==> src/sv/bsife_pkg.sv <==
// Shared types and constants of the byte-stuffed information frame encoder.
`timescale 1ns / 1ps
`default_nettype none
package bsife_pkg;

   localparam int unsigned QUEUE_DEPTH = 2;

   localparam logic [7:0] FLAG_RESET    = 8'h7E;
   localparam logic [7:0] ESCAPE_RESET  = 8'h7D;
   localparam logic [7:0] MASK_RESET    = 8'h20;
   localparam logic [7:0] ADDRESS_RESET = 8'h03;

   localparam logic [7:0] SEQ_CONTROL   = 8'h40;
   localparam logic [7:0] NOSEQ_CONTROL = 8'h00;

   typedef enum logic [1:0] {
      CSR_FLAG    = 2'd0,
      CSR_ESCAPE  = 2'd1,
      CSR_MASK    = 2'd2,
      CSR_ADDRESS = 2'd3
   } csr_index_type;

   typedef struct packed {
      logic [7:0] payload_byte;
      logic       first_byte;
      logic       final_byte;
      logic       seq_bit;
   } req_type;

   typedef struct packed {
      logic [7:0] line_byte;
      logic       run_end;
      logic       frame_end;
   } rsp_type;

   typedef struct packed {
      logic [7:0] flag_value;
      logic [7:0] escape_value;
      logic [7:0] escape_mask;
      logic [7:0] address_value;
   } cfg_type;

   // One classified transaction handed from front to back.
   typedef struct packed {
      logic [7:0] data_byte;
      logic       data_stuff;
      logic [7:0] chk_byte;
      logic       chk_stuff;
      logic       first_byte;
      logic       final_byte;
      logic       seq_bit;
   } cmd_type;

   typedef enum logic [3:0] {
      ST_IDLE,
      ST_FLAG,
      ST_ADDR,
      ST_CTRL,
      ST_HCHK,
      ST_DESC,
      ST_DATA,
      ST_CESC,
      ST_CHK,
      ST_CLOSE
   } step_type;

endpackage
`default_nettype wire

==> src/sv/bsife_front.sv <==
// Front end: configuration registers, running payload XOR and stuffing classification.
`timescale 1ns / 1ps
`default_nettype none
module bsife_front (
   input  wire                     clock,
   input  wire                     reset,
   input  wire                     csr_wr_en,
   input  wire [1:0]               csr_index,
   input  wire [7:0]               csr_wdata,
   input  wire                     accept,
   input  wire bsife_pkg::req_type req,
   output bsife_pkg::cmd_type      cmd,
   output bsife_pkg::cfg_type      cfg
);

   bsife_pkg::cfg_type cfg_ff;
   logic [7:0]         parity_ff;
   logic [7:0]         parity_in;
   logic [7:0]         chk_byte;

   always_ff @(posedge clock) begin
      if (reset) begin
         cfg_ff.flag_value    <= bsife_pkg::FLAG_RESET;
         cfg_ff.escape_value  <= bsife_pkg::ESCAPE_RESET;
         cfg_ff.escape_mask   <= bsife_pkg::MASK_RESET;
         cfg_ff.address_value <= bsife_pkg::ADDRESS_RESET;
      end else if (csr_wr_en) begin
         unique case (bsife_pkg::csr_index_type'(csr_index))
            bsife_pkg::CSR_FLAG:    cfg_ff.flag_value    <= csr_wdata;
            bsife_pkg::CSR_ESCAPE:  cfg_ff.escape_value  <= csr_wdata;
            bsife_pkg::CSR_MASK:    cfg_ff.escape_mask   <= csr_wdata;
            bsife_pkg::CSR_ADDRESS: cfg_ff.address_value <= csr_wdata;
            default: ;
         endcase
      end
   end

   // Restart the XOR on a first byte, clear it after a final byte.
   always_comb begin
      chk_byte  = (req.first_byte ? 8'h00 : parity_ff) ^ req.payload_byte;
      parity_in = parity_ff;
      if (accept) begin
         parity_in = req.final_byte ? 8'h00 : chk_byte;
      end
   end

   always_ff @(posedge clock) begin
      if (reset) begin
         parity_ff <= 8'h00;
      end else begin
         parity_ff <= parity_in;
      end
   end

   always_comb begin
      cmd.data_byte  = req.payload_byte;
      cmd.data_stuff = (req.payload_byte == cfg_ff.flag_value) ||
                       (req.payload_byte == cfg_ff.escape_value);
      cmd.chk_byte   = chk_byte;
      cmd.chk_stuff  = (chk_byte == cfg_ff.flag_value) ||
                       (chk_byte == cfg_ff.escape_value);
      cmd.first_byte = req.first_byte;
      cmd.final_byte = req.final_byte;
      cmd.seq_bit    = req.seq_bit;
   end

   assign cfg = cfg_ff;

endmodule
`default_nettype wire

==> src/sv/bsife_queue.sv <==
// Short command queue between the front and back ends.
`timescale 1ns / 1ps
`default_nettype none
module bsife_queue #(
   parameter int unsigned DEPTH = bsife_pkg::QUEUE_DEPTH
) (
   input  wire                     clock,
   input  wire                     reset,
   input  wire                     push,
   input  wire bsife_pkg::cmd_type push_cmd,
   input  wire                     pop,
   output logic                    full,
   output logic                    not_empty,
   output bsife_pkg::cmd_type      head_cmd
);

   localparam int unsigned PTR_W = (DEPTH > 1) ? $clog2(DEPTH) : 1;
   localparam int unsigned CNT_W = $clog2(DEPTH + 1);
   localparam logic [PTR_W-1:0] LAST_PTR = PTR_W'(DEPTH - 1);
   localparam logic [CNT_W-1:0] FULL_CNT = CNT_W'(DEPTH);

   bsife_pkg::cmd_type entry_ff [DEPTH];
   logic [PTR_W-1:0]   wr_ptr_ff;
   logic [PTR_W-1:0]   rd_ptr_ff;
   logic [CNT_W-1:0]   count_ff;

   always_ff @(posedge clock) begin
      if (push) begin
         entry_ff[wr_ptr_ff] <= push_cmd;
      end
   end

   always_ff @(posedge clock) begin
      if (reset) begin
         wr_ptr_ff <= '0;
         rd_ptr_ff <= '0;
         count_ff  <= '0;
      end else begin
         if (push) begin
            wr_ptr_ff <= (wr_ptr_ff == LAST_PTR) ? '0 : wr_ptr_ff + 1'b1;
         end
         if (pop) begin
            rd_ptr_ff <= (rd_ptr_ff == LAST_PTR) ? '0 : rd_ptr_ff + 1'b1;
         end
         if (push && !pop) begin
            count_ff <= count_ff + 1'b1;
         end else if (pop && !push) begin
            count_ff <= count_ff - 1'b1;
         end
      end
   end

   assign full      = (count_ff == FULL_CNT);
   assign not_empty = (count_ff != '0);
   assign head_cmd  = entry_ff[rd_ptr_ff];

endmodule
`default_nettype wire

==> src/sv/bsife_back.sv <==
// Back end: steps through the line bytes of the head command into the output register.
`timescale 1ns / 1ps
`default_nettype none
module bsife_back (
   input  wire                     clock,
   input  wire                     reset,
   input  wire bsife_pkg::cfg_type cfg,
   input  wire                     head_valid,
   input  wire bsife_pkg::cmd_type head_cmd,
   output logic                    pop,
   output logic                    rsp_valid,
   input  wire                     rsp_stall,
   output bsife_pkg::rsp_type      rsp_payload
);

   bsife_pkg::step_type step_ff;
   bsife_pkg::step_type step_in;
   bsife_pkg::step_type cur_step;
   bsife_pkg::step_type after_step;
   bsife_pkg::step_type payload_step;
   bsife_pkg::step_type check_step;
   logic                done;
   logic                advance;
   logic [7:0]          ctrl_byte;
   logic [7:0]          line_byte;

   logic                rsp_valid_ff;
   bsife_pkg::rsp_type  rsp_payload_ff;

   always_ff @(posedge clock) begin
      if (reset) begin
         step_ff <= bsife_pkg::ST_IDLE;
      end else begin
         step_ff <= step_in;
      end
   end

   always_comb begin
      ctrl_byte    = head_cmd.seq_bit ? bsife_pkg::SEQ_CONTROL : bsife_pkg::NOSEQ_CONTROL;
      payload_step = head_cmd.data_stuff ? bsife_pkg::ST_DESC : bsife_pkg::ST_DATA;
      check_step   = head_cmd.chk_stuff ? bsife_pkg::ST_CESC : bsife_pkg::ST_CHK;

      // Idle means the head command has not started yet.
      cur_step = step_ff;
      if (step_ff == bsife_pkg::ST_IDLE) begin
         cur_step = head_cmd.first_byte ? bsife_pkg::ST_FLAG : payload_step;
      end

      after_step = bsife_pkg::ST_IDLE;
      done       = 1'b0;
      line_byte  = cfg.flag_value;
      unique case (cur_step)
         bsife_pkg::ST_FLAG: begin
            line_byte  = cfg.flag_value;
            after_step = bsife_pkg::ST_ADDR;
         end
         bsife_pkg::ST_ADDR: begin
            line_byte  = cfg.address_value;
            after_step = bsife_pkg::ST_CTRL;
         end
         bsife_pkg::ST_CTRL: begin
            line_byte  = ctrl_byte;
            after_step = bsife_pkg::ST_HCHK;
         end
         bsife_pkg::ST_HCHK: begin
            line_byte  = cfg.address_value ^ ctrl_byte;
            after_step = payload_step;
         end
         bsife_pkg::ST_DESC: begin
            line_byte  = cfg.escape_value;
            after_step = bsife_pkg::ST_DATA;
         end
         bsife_pkg::ST_DATA: begin
            line_byte  = head_cmd.data_stuff ? (head_cmd.data_byte ^ cfg.escape_mask)
                                             : head_cmd.data_byte;
            after_step = check_step;
            done       = !head_cmd.final_byte;
         end
         bsife_pkg::ST_CESC: begin
            line_byte  = cfg.escape_value;
            after_step = bsife_pkg::ST_CHK;
         end
         bsife_pkg::ST_CHK: begin
            line_byte  = head_cmd.chk_stuff ? (head_cmd.chk_byte ^ cfg.escape_mask)
                                            : head_cmd.chk_byte;
            after_step = bsife_pkg::ST_CLOSE;
         end
         bsife_pkg::ST_CLOSE: begin
            line_byte  = cfg.flag_value;
            done       = 1'b1;
         end
         default: begin
            line_byte  = cfg.flag_value;
            done       = 1'b1;
         end
      endcase

      advance = head_valid && (!rsp_valid_ff || !rsp_stall);
      pop     = advance && done;
      step_in = step_ff;
      if (advance) begin
         step_in = done ? bsife_pkg::ST_IDLE : after_step;
      end
   end

   // Load the output register whenever it is empty or being taken.
   always_ff @(posedge clock) begin
      if (reset) begin
         rsp_valid_ff <= 1'b0;
      end else if (!rsp_valid_ff || !rsp_stall) begin
         rsp_valid_ff <= advance;
      end
   end

   always_ff @(posedge clock) begin
      if (advance) begin
         rsp_payload_ff.line_byte <= line_byte;
         rsp_payload_ff.run_end   <= done;
         rsp_payload_ff.frame_end <= (cur_step == bsife_pkg::ST_CLOSE);
      end
   end

   assign rsp_valid   = rsp_valid_ff;
   assign rsp_payload = rsp_payload_ff;

endmodule
`default_nettype wire

==> src/sv/byte_stuffed_info_frame_encoder_unit.sv <==
// Top level of the byte-stuffed information frame encoder.
// Accepted transactions are queued; line bytes leave through the output register.
// Throughput: one line byte per cycle from the back-end step sequencer while rsp_stall
// is low; a plain byte yields 1 line byte, a stuffed byte 2, first+final stuffed up to 9.
// The command queue (QueueDepth entries) lets new transactions in while bytes drain.
// Reset is synchronous: control state and payload XOR clear, registers take 7E/7D/20/03.
`timescale 1ns / 1ps
`default_nettype none
module byte_stuffed_info_frame_encoder_unit #(
   parameter int unsigned QueueDepth = bsife_pkg::QUEUE_DEPTH
) (
   input  wire                     clock,
   input  wire                     reset,
   input  wire                     csr_wr_en,
   input  wire [1:0]               csr_index,
   input  wire [7:0]               csr_wdata,
   input  wire                     req_valid,
   output logic                    req_stall,
   input  wire bsife_pkg::req_type req_payload,
   output logic                    rsp_valid,
   input  wire                     rsp_stall,
   output bsife_pkg::rsp_type      rsp_payload
);

   bsife_pkg::cmd_type front_cmd;
   bsife_pkg::cmd_type head_cmd;
   bsife_pkg::cfg_type cfg;
   logic               q_full;
   logic               q_not_empty;
   logic               q_pop;
   logic               req_accept;

   assign req_stall  = q_full;
   assign req_accept = req_valid && !q_full;

   bsife_front u_front (
      .clock     (clock),
      .reset     (reset),
      .csr_wr_en (csr_wr_en),
      .csr_index (csr_index),
      .csr_wdata (csr_wdata),
      .accept    (req_accept),
      .req       (req_payload),
      .cmd       (front_cmd),
      .cfg       (cfg)
   );

   bsife_queue #(
      .DEPTH (QueueDepth)
   ) u_queue (
      .clock     (clock),
      .reset     (reset),
      .push      (req_accept),
      .push_cmd  (front_cmd),
      .pop       (q_pop),
      .full      (q_full),
      .not_empty (q_not_empty),
      .head_cmd  (head_cmd)
   );

   bsife_back u_back (
      .clock       (clock),
      .reset       (reset),
      .cfg         (cfg),
      .head_valid  (q_not_empty),
      .head_cmd    (head_cmd),
      .pop         (q_pop),
      .rsp_valid   (rsp_valid),
      .rsp_stall   (rsp_stall),
      .rsp_payload (rsp_payload)
   );

endmodule
`default_nettype wire
==> config.mk <==
export PLATFORM = sky130hd
export DESIGN_NAME = byte_stuffed_info_frame_encoder_unit
export DESIGN_NICKNAME = d
export VERILOG_FILES = /design/src/sv/bsife_pkg.sv /design/src/sv/bsife_front.sv /design/src/sv/bsife_queue.sv /design/src/sv/bsife_back.sv /design/src/sv/byte_stuffed_info_frame_encoder_unit.sv
export SDC_FILE = /design/constraint.sdc
export NUM_CORES = 1
export LEC_CHECK = 0
export BUFFER_PORTS_ARGS = -buffer_cell sky130_fd_sc_hd__buf_2
export CAP_MARGIN = 20
export CORE_MARGIN = 1.5
export CORE_UTILIZATION = 60
export DETAILED_ROUTE_END_ITERATION = 16
export HOLD_SLACK_MARGIN = 0.08
export PLACE_DENSITY_LB_ADDON = 0.12
export SYNTH_ARGS = -nofsm -noshare
export SYNTH_HDL_FRONTEND = slang
export SYNTH_HIERARCHICAL = 1
export SYNTH_SLANG_ARGS = --single-unit
==> constraint.sdc <==
create_clock -name clock -period 3.57 [get_ports clock]
set_input_delay 0.357 -clock clock [delete_from_list [all_inputs] [get_ports clock]]
set_output_delay 0.357 -clock clock [all_outputs]
set_load 0.005 [all_outputs]
## After elaboration in Yosys (flattened, before gate mapping)

Memory sizes are Yosys's and may differ from the RTL's. A register that Yosys moved wholly into a read port is not among the register bits.
Cells that the tools add are included.

| word-level totals | value |
|---|---|
| bits in registers | 59 |
| bits in writable memories | 42 |
| input bits | 26 |
| output and inout port bits | 12 |
| word-level logic and storage cells | 84 |
| memories kept | 1 |

| operators by class | value |
|---|---|
| add/subtract/negate cells | 4 |
| equal/unequal tests | 17 |
| multiplexer cells | 21 |
| bitwise logic cells | 4 |
| reductions and logical operators | 24 |

Memories:

| memory | words | width | read ports | clocked after memory_dff | wr ports | RTL line | source |
|---|---|---|---|---|---|---|---|
| u_queue.entry_ff | 2 | 21 | 1 | 1 | 1 | bsife_queue.sv:22 | `bsife_pkg::cmd_type entry_ff [DEPTH];` |

Operators by type and width:

| operator | count |
|---|---|
| 8-bit one-hot mux with 6 select lines | 1 |
| 8-bit equality test | 4 |
| 8-bit two-way mux | 4 |
| 4-bit one-hot mux with 8 select lines | 1 |
| 8-bit XOR | 4 |
| 4-bit by 3-bit equality test with 1-bit output (second input constant) | 4 |
| 4-bit two-way mux | 4 |
| 4-bit by 2-bit equality test with 1-bit output (second input constant) | 2 |
| 4-bit equality test (second input constant) | 2 |
| 2-bit AND reduction | 4 |
| 7-bit two-way mux | 1 |
| 7-bit OR reduction | 1 |
| 2-bit equality test (second input constant) | 3 |
| 1-bit zero test | 6 |
| 1-bit two-way mux | 6 |
| 2-bit two-way mux | 3 |
| 1-bit logical AND | 5 |
| 4-bit by 1-bit equality test with 1-bit output (second input constant) | 1 |
| 4-bit zero test | 1 |
| 2-bit nonzero test | 2 |
| 1-bit logical OR | 3 |
| 1-bit adder (second input constant) | 2 |
| 2-bit by 1-bit adder with 2-bit output (second input constant) | 1 |
| 2-bit by 1-bit equality test with 1-bit output (second input constant) | 1 |
| 4 further kinds | 4 |

## Depth between registers and ports, before layout

| logic depth | value |
|---|---|
| depth after elaboration | 10 |
| mapped depth | 11 |
| gate-level depth less buffers | 10 |

## Modules after synthesis

The synthesis kept the hierarchy.

By module, submodules not included:

| module | times used | cells an instance | area each (sq um) | sequential area each (sq um) |
|---|---|---|---|---|
| bsife_front | 1 | 256 | 2104.5 | 800.8 |
| bsife_queue | 1 | 87 | 1717.9 | 1361.3 |
| bsife_back | 1 | 150 | 1305.0 | 400.4 |
| byte_stuffed_info_frame_encoder_unit | 1 | 1 | 13.8 | 0.0 |

## Least setup slack after synthesis

Ideal clock, no wire load.

| path | value |
|---|---|
| kind | register to register |
| from | register with a tool-made name |
| to | register u_queue.count_ff[1] |
| library setup time | 0.070 ns |
| arrival time | 2.834 ns |
| data required time | 3.500 ns |
| slack | 0.666 ns |
| stages on the path, launching flop included | 11 |
| buffers on the path | 1 |
| clock period less this slack | 2.904 ns |
| cell sequence | dfxtp_1 buf_2 mux2_2 or4_4 a211o_1 o21ai_1 and2_1 inv_1 ha_1 or3_1 a21oi_1 |

RTL lines:

| what | RTL line | source |
|---|---|---|
| to (signal assigned) | bsife_queue.sv:46 | `count_ff <= count_ff + 1'b1;` |
| to (signal assigned) | bsife_queue.sv:48 | `count_ff <= count_ff - 1'b1;` |
| to (decl) | bsife_queue.sv:25 | `logic [CNT_W-1:0] count_ff;` |

==> out/results.ini <==
[status]
outcome=finished, final reports clean

[die]
die_width_microns=95.6
rows=33
pin_count=38
core-area_sq_um=8260
dieArea_sq_um=9130
start_util_pct=62.3
die_h_microns=95.6

[route]
via_per_inst=6.02
vias=3744
detail-route-antenna-nets=0
drc_errors=0
wl_microns=11900
firstDrtPassIters=5
avgRoutedWirePerCell_microns=19.2
drt_iter0_markers=246

[grt]
grt_pass1_wl_microns=18100
met1_usage_pct=35.9
overflow=0
busiest_layer=met2
met3_usage_pct=5.18
antenna_found_initial=0
grtUsageMet2_pct=45.2
grt_max_degree=53
track_usage_pct=27.3
grt_pass1_vias=3441

[sta]
max_freq_mhz=338
post-route-period-util_pct=83.0
setup_viol=0
setup_tns_ns=0
rsz0062_at_grt=false
report.final.slew_viol_count=0
hold_viol=0
tightest_slew_ns=1.03
finalClockSkew_ns=0.0134
setup_ws_ns=0.608
slew-limit-headroom_pct=31.7
finalCriticalPeriod_ns=2.96

[yosys]
synth.area.top_cells=edfxtp_1 30%, dfxtp_1 19%, nand2_1 6.1%
synth_top_area_share_pct=30.4
yosys_warnings=6
synth_cell_types=67
syn_inst=494
synth_common_cells=84 x nand2_1, 52 x edfxtp_1, 50 x dfxtp_1, 36 x xnor2_1, 29 x a21oi_1
synth_top_area_cell=edfxtp_1
ys.flop_type=edfxtp_1
yosysMostFrequentCell=nand2_1
seq_area_frac_synth_pct=49.8
synthArstFlopShare_pct=0
syn_avg_cell_area_sq_um=10.4
synth_enable_flop_cells=52
synth.ff_latch_count=102
synth_area_sq_um=5140
synth_nets=521

[placed_design]
pre_cts_ws_ns=0.657
place_hpwl_microns=8420
place_congestion=0.906
port_buffers=37

[power_and_ir_drop]
clkPwrFrac_pct=20.6
seqPwrFrac_pct=43.8
intPower_w=0.00250
p_switching_w=0.00138
ir_drop_uv=352
p_leak_nw=1.95
power.share.switching_pct=35.6
p_comb_share_pct=35.6
powerDensity_nw_per_um2=702

[flow_run]
drv_cap=0

[clock_network]
cts-htree-levels=3
post_cts_resized=0
cts_setup_buffers=0
numCtsBuffers=9
clock_path_buffers=2
cts_tree=built
clock_latency_ns=0.37
path_clk_slew_ns=0.09
clock_sinks=102
ctsHoldBuffers=0
cts_root_buf=clkbuf_8

[worst_setup_path]
crit_type=reg2reg
path_max_fanout=13
crit_family=simple AND/OR/NAND/NOR gates
slowest_delay_ns=0.49
slowest_stage=or4_4
path_buf_inv=1
required_ns=3.86
endpoint_kind=flop
critPathArrivalTime_ns=3.25
crit_path_cell_trace=mux2_2 > or4_4 > a211o_1 > o21ai_1 > and2_1 > inv_1 > ha_1 > xor2_1 > or3_1 > a21oi_1
crit_path_start_kind=flop

[layout]
syn_to_final_growth_pct=7.37
num_antenna_cells=0
nNetsFinal=539
drive_above_1_share_pct=18.8

[min_path]
min_path_type=in2reg

## through the flow
stage	hold WS, ns	total power [W]	area, sq um	util (%)	std cells
after detailed placement	0.453	0.00308	5310	64.3	606
after global routing	0.156	0.00407	5520	66.8	622
after global placement	0.453	0.00303	5310	64.3	606
after CTS	0.170	0.00386	5520	66.8	622
after floorplan	0.423	0.00267	5140	-	494
final	0.177	0.00388	5520	66.8	622
## registers in the layout (all words and copies together) (netlist names), named ones only
register            cells
u_front/cfg            32
u_back/rsp_valid        1
u_queue/count_ff        2
u_queue/entry_ff       42
u_back/step_ff          4
u_queue/rd_ptr_ff       1
u_back/rsp_payload     10
u_front/parity_ff       8
u_queue/wr_ptr_ff       1
## cells by family (layout without fill, tap and decap cells)
group	count (synthesis)	after routing	share of synthesized area [%]
AOI/OAI and AO/OA	86	86	12.3
xor gates and xnor gates	55	55	9.52
adders and majority gates	1	1	0.243
buffers and inverters	40	63	4.02
DFF	102	102	49.8
muxes	25	25	5.38
and+or+nand+nor	185	185	18.7
## worst register-to-register path: cells and delay by family, from the launching register on
family	cells	cell delay [ns]
and+or+nand+nor	3	0.99
xor gates and xnor gates	1	0.16
adders and majority gates	1	0.19
DFF	1	0.39
buffers and inverters	1	0.05
AOI/OAI and AO/OA	3	0.65
muxes	1	0.46
## power by group through the flow
stage / Sequential, W / Combinational, W / Clock [W]
6_report: 0.00170 / 0.00138 / 0.000799
2_1_floorplan: 0.00162 / 0.00105 / 0
5_1_grt: 0.00173 / 0.00149 / 0.000846
3_5_place_dp: 0.00172 / 0.00135 / 0
3_3_place_gp: 0.00171 / 0.00132 / 0
4_1_cts: 0.00170 / 0.00136 / 0.000804
## cell type report
cell class                      instances  area, sq um
Inverter                                6         22.5
Fill cell                             655         2740
Timing Repair Buffer                   41          215
Clock buffer                           11          131
Tap cell                              105          131
Sequential cell                       102         2560
Multi-Input combinational cell        352         2370
Clock inverter                          5         82.6
## layout by cell type (no fill, tap or decap), drive strengths merged, types with 4 or more instances in the layout
cell	n
nand2	84
edfxtp	52
dfxtp	50
buf	41
xnor2	36
a21oi	29
nor2	25
nor2b	22
mux2	21
xor2	19
nand3b	13
clkbuf	11
o21ai	11
a31oi	8
nand2b	8
a222oi	7
a211o	7
inv	7
or3	4
mux2i	4
a211oi	4
nor4	4
## path summary, 6_finish.rpt
path | from | to | slack (ns) | depth (start not counted)
setup / recovery | flop | u_queue/count_ff[1] | 0.61 | 10
hold / removal | req_payload[0] | u_queue/entry_ff[1][0] | 0.18 | 1
setup reg to reg | flop | u_queue/count_ff[1] | 0.61 | 10
hold reg to reg | u_front/cfg[4] | u_front/cfg[4] | 0.47 | 2
## per-layer routing
metal	routed length (microns)	part of all wire, %	vias to the layer above
li1	-	-	1778
met1	5020	42	1800
met2	5860	49	151
met3	822	6.9	15
met4	215	1.8	0
met5	0	0	-
(Power assumes the default switching activity.)
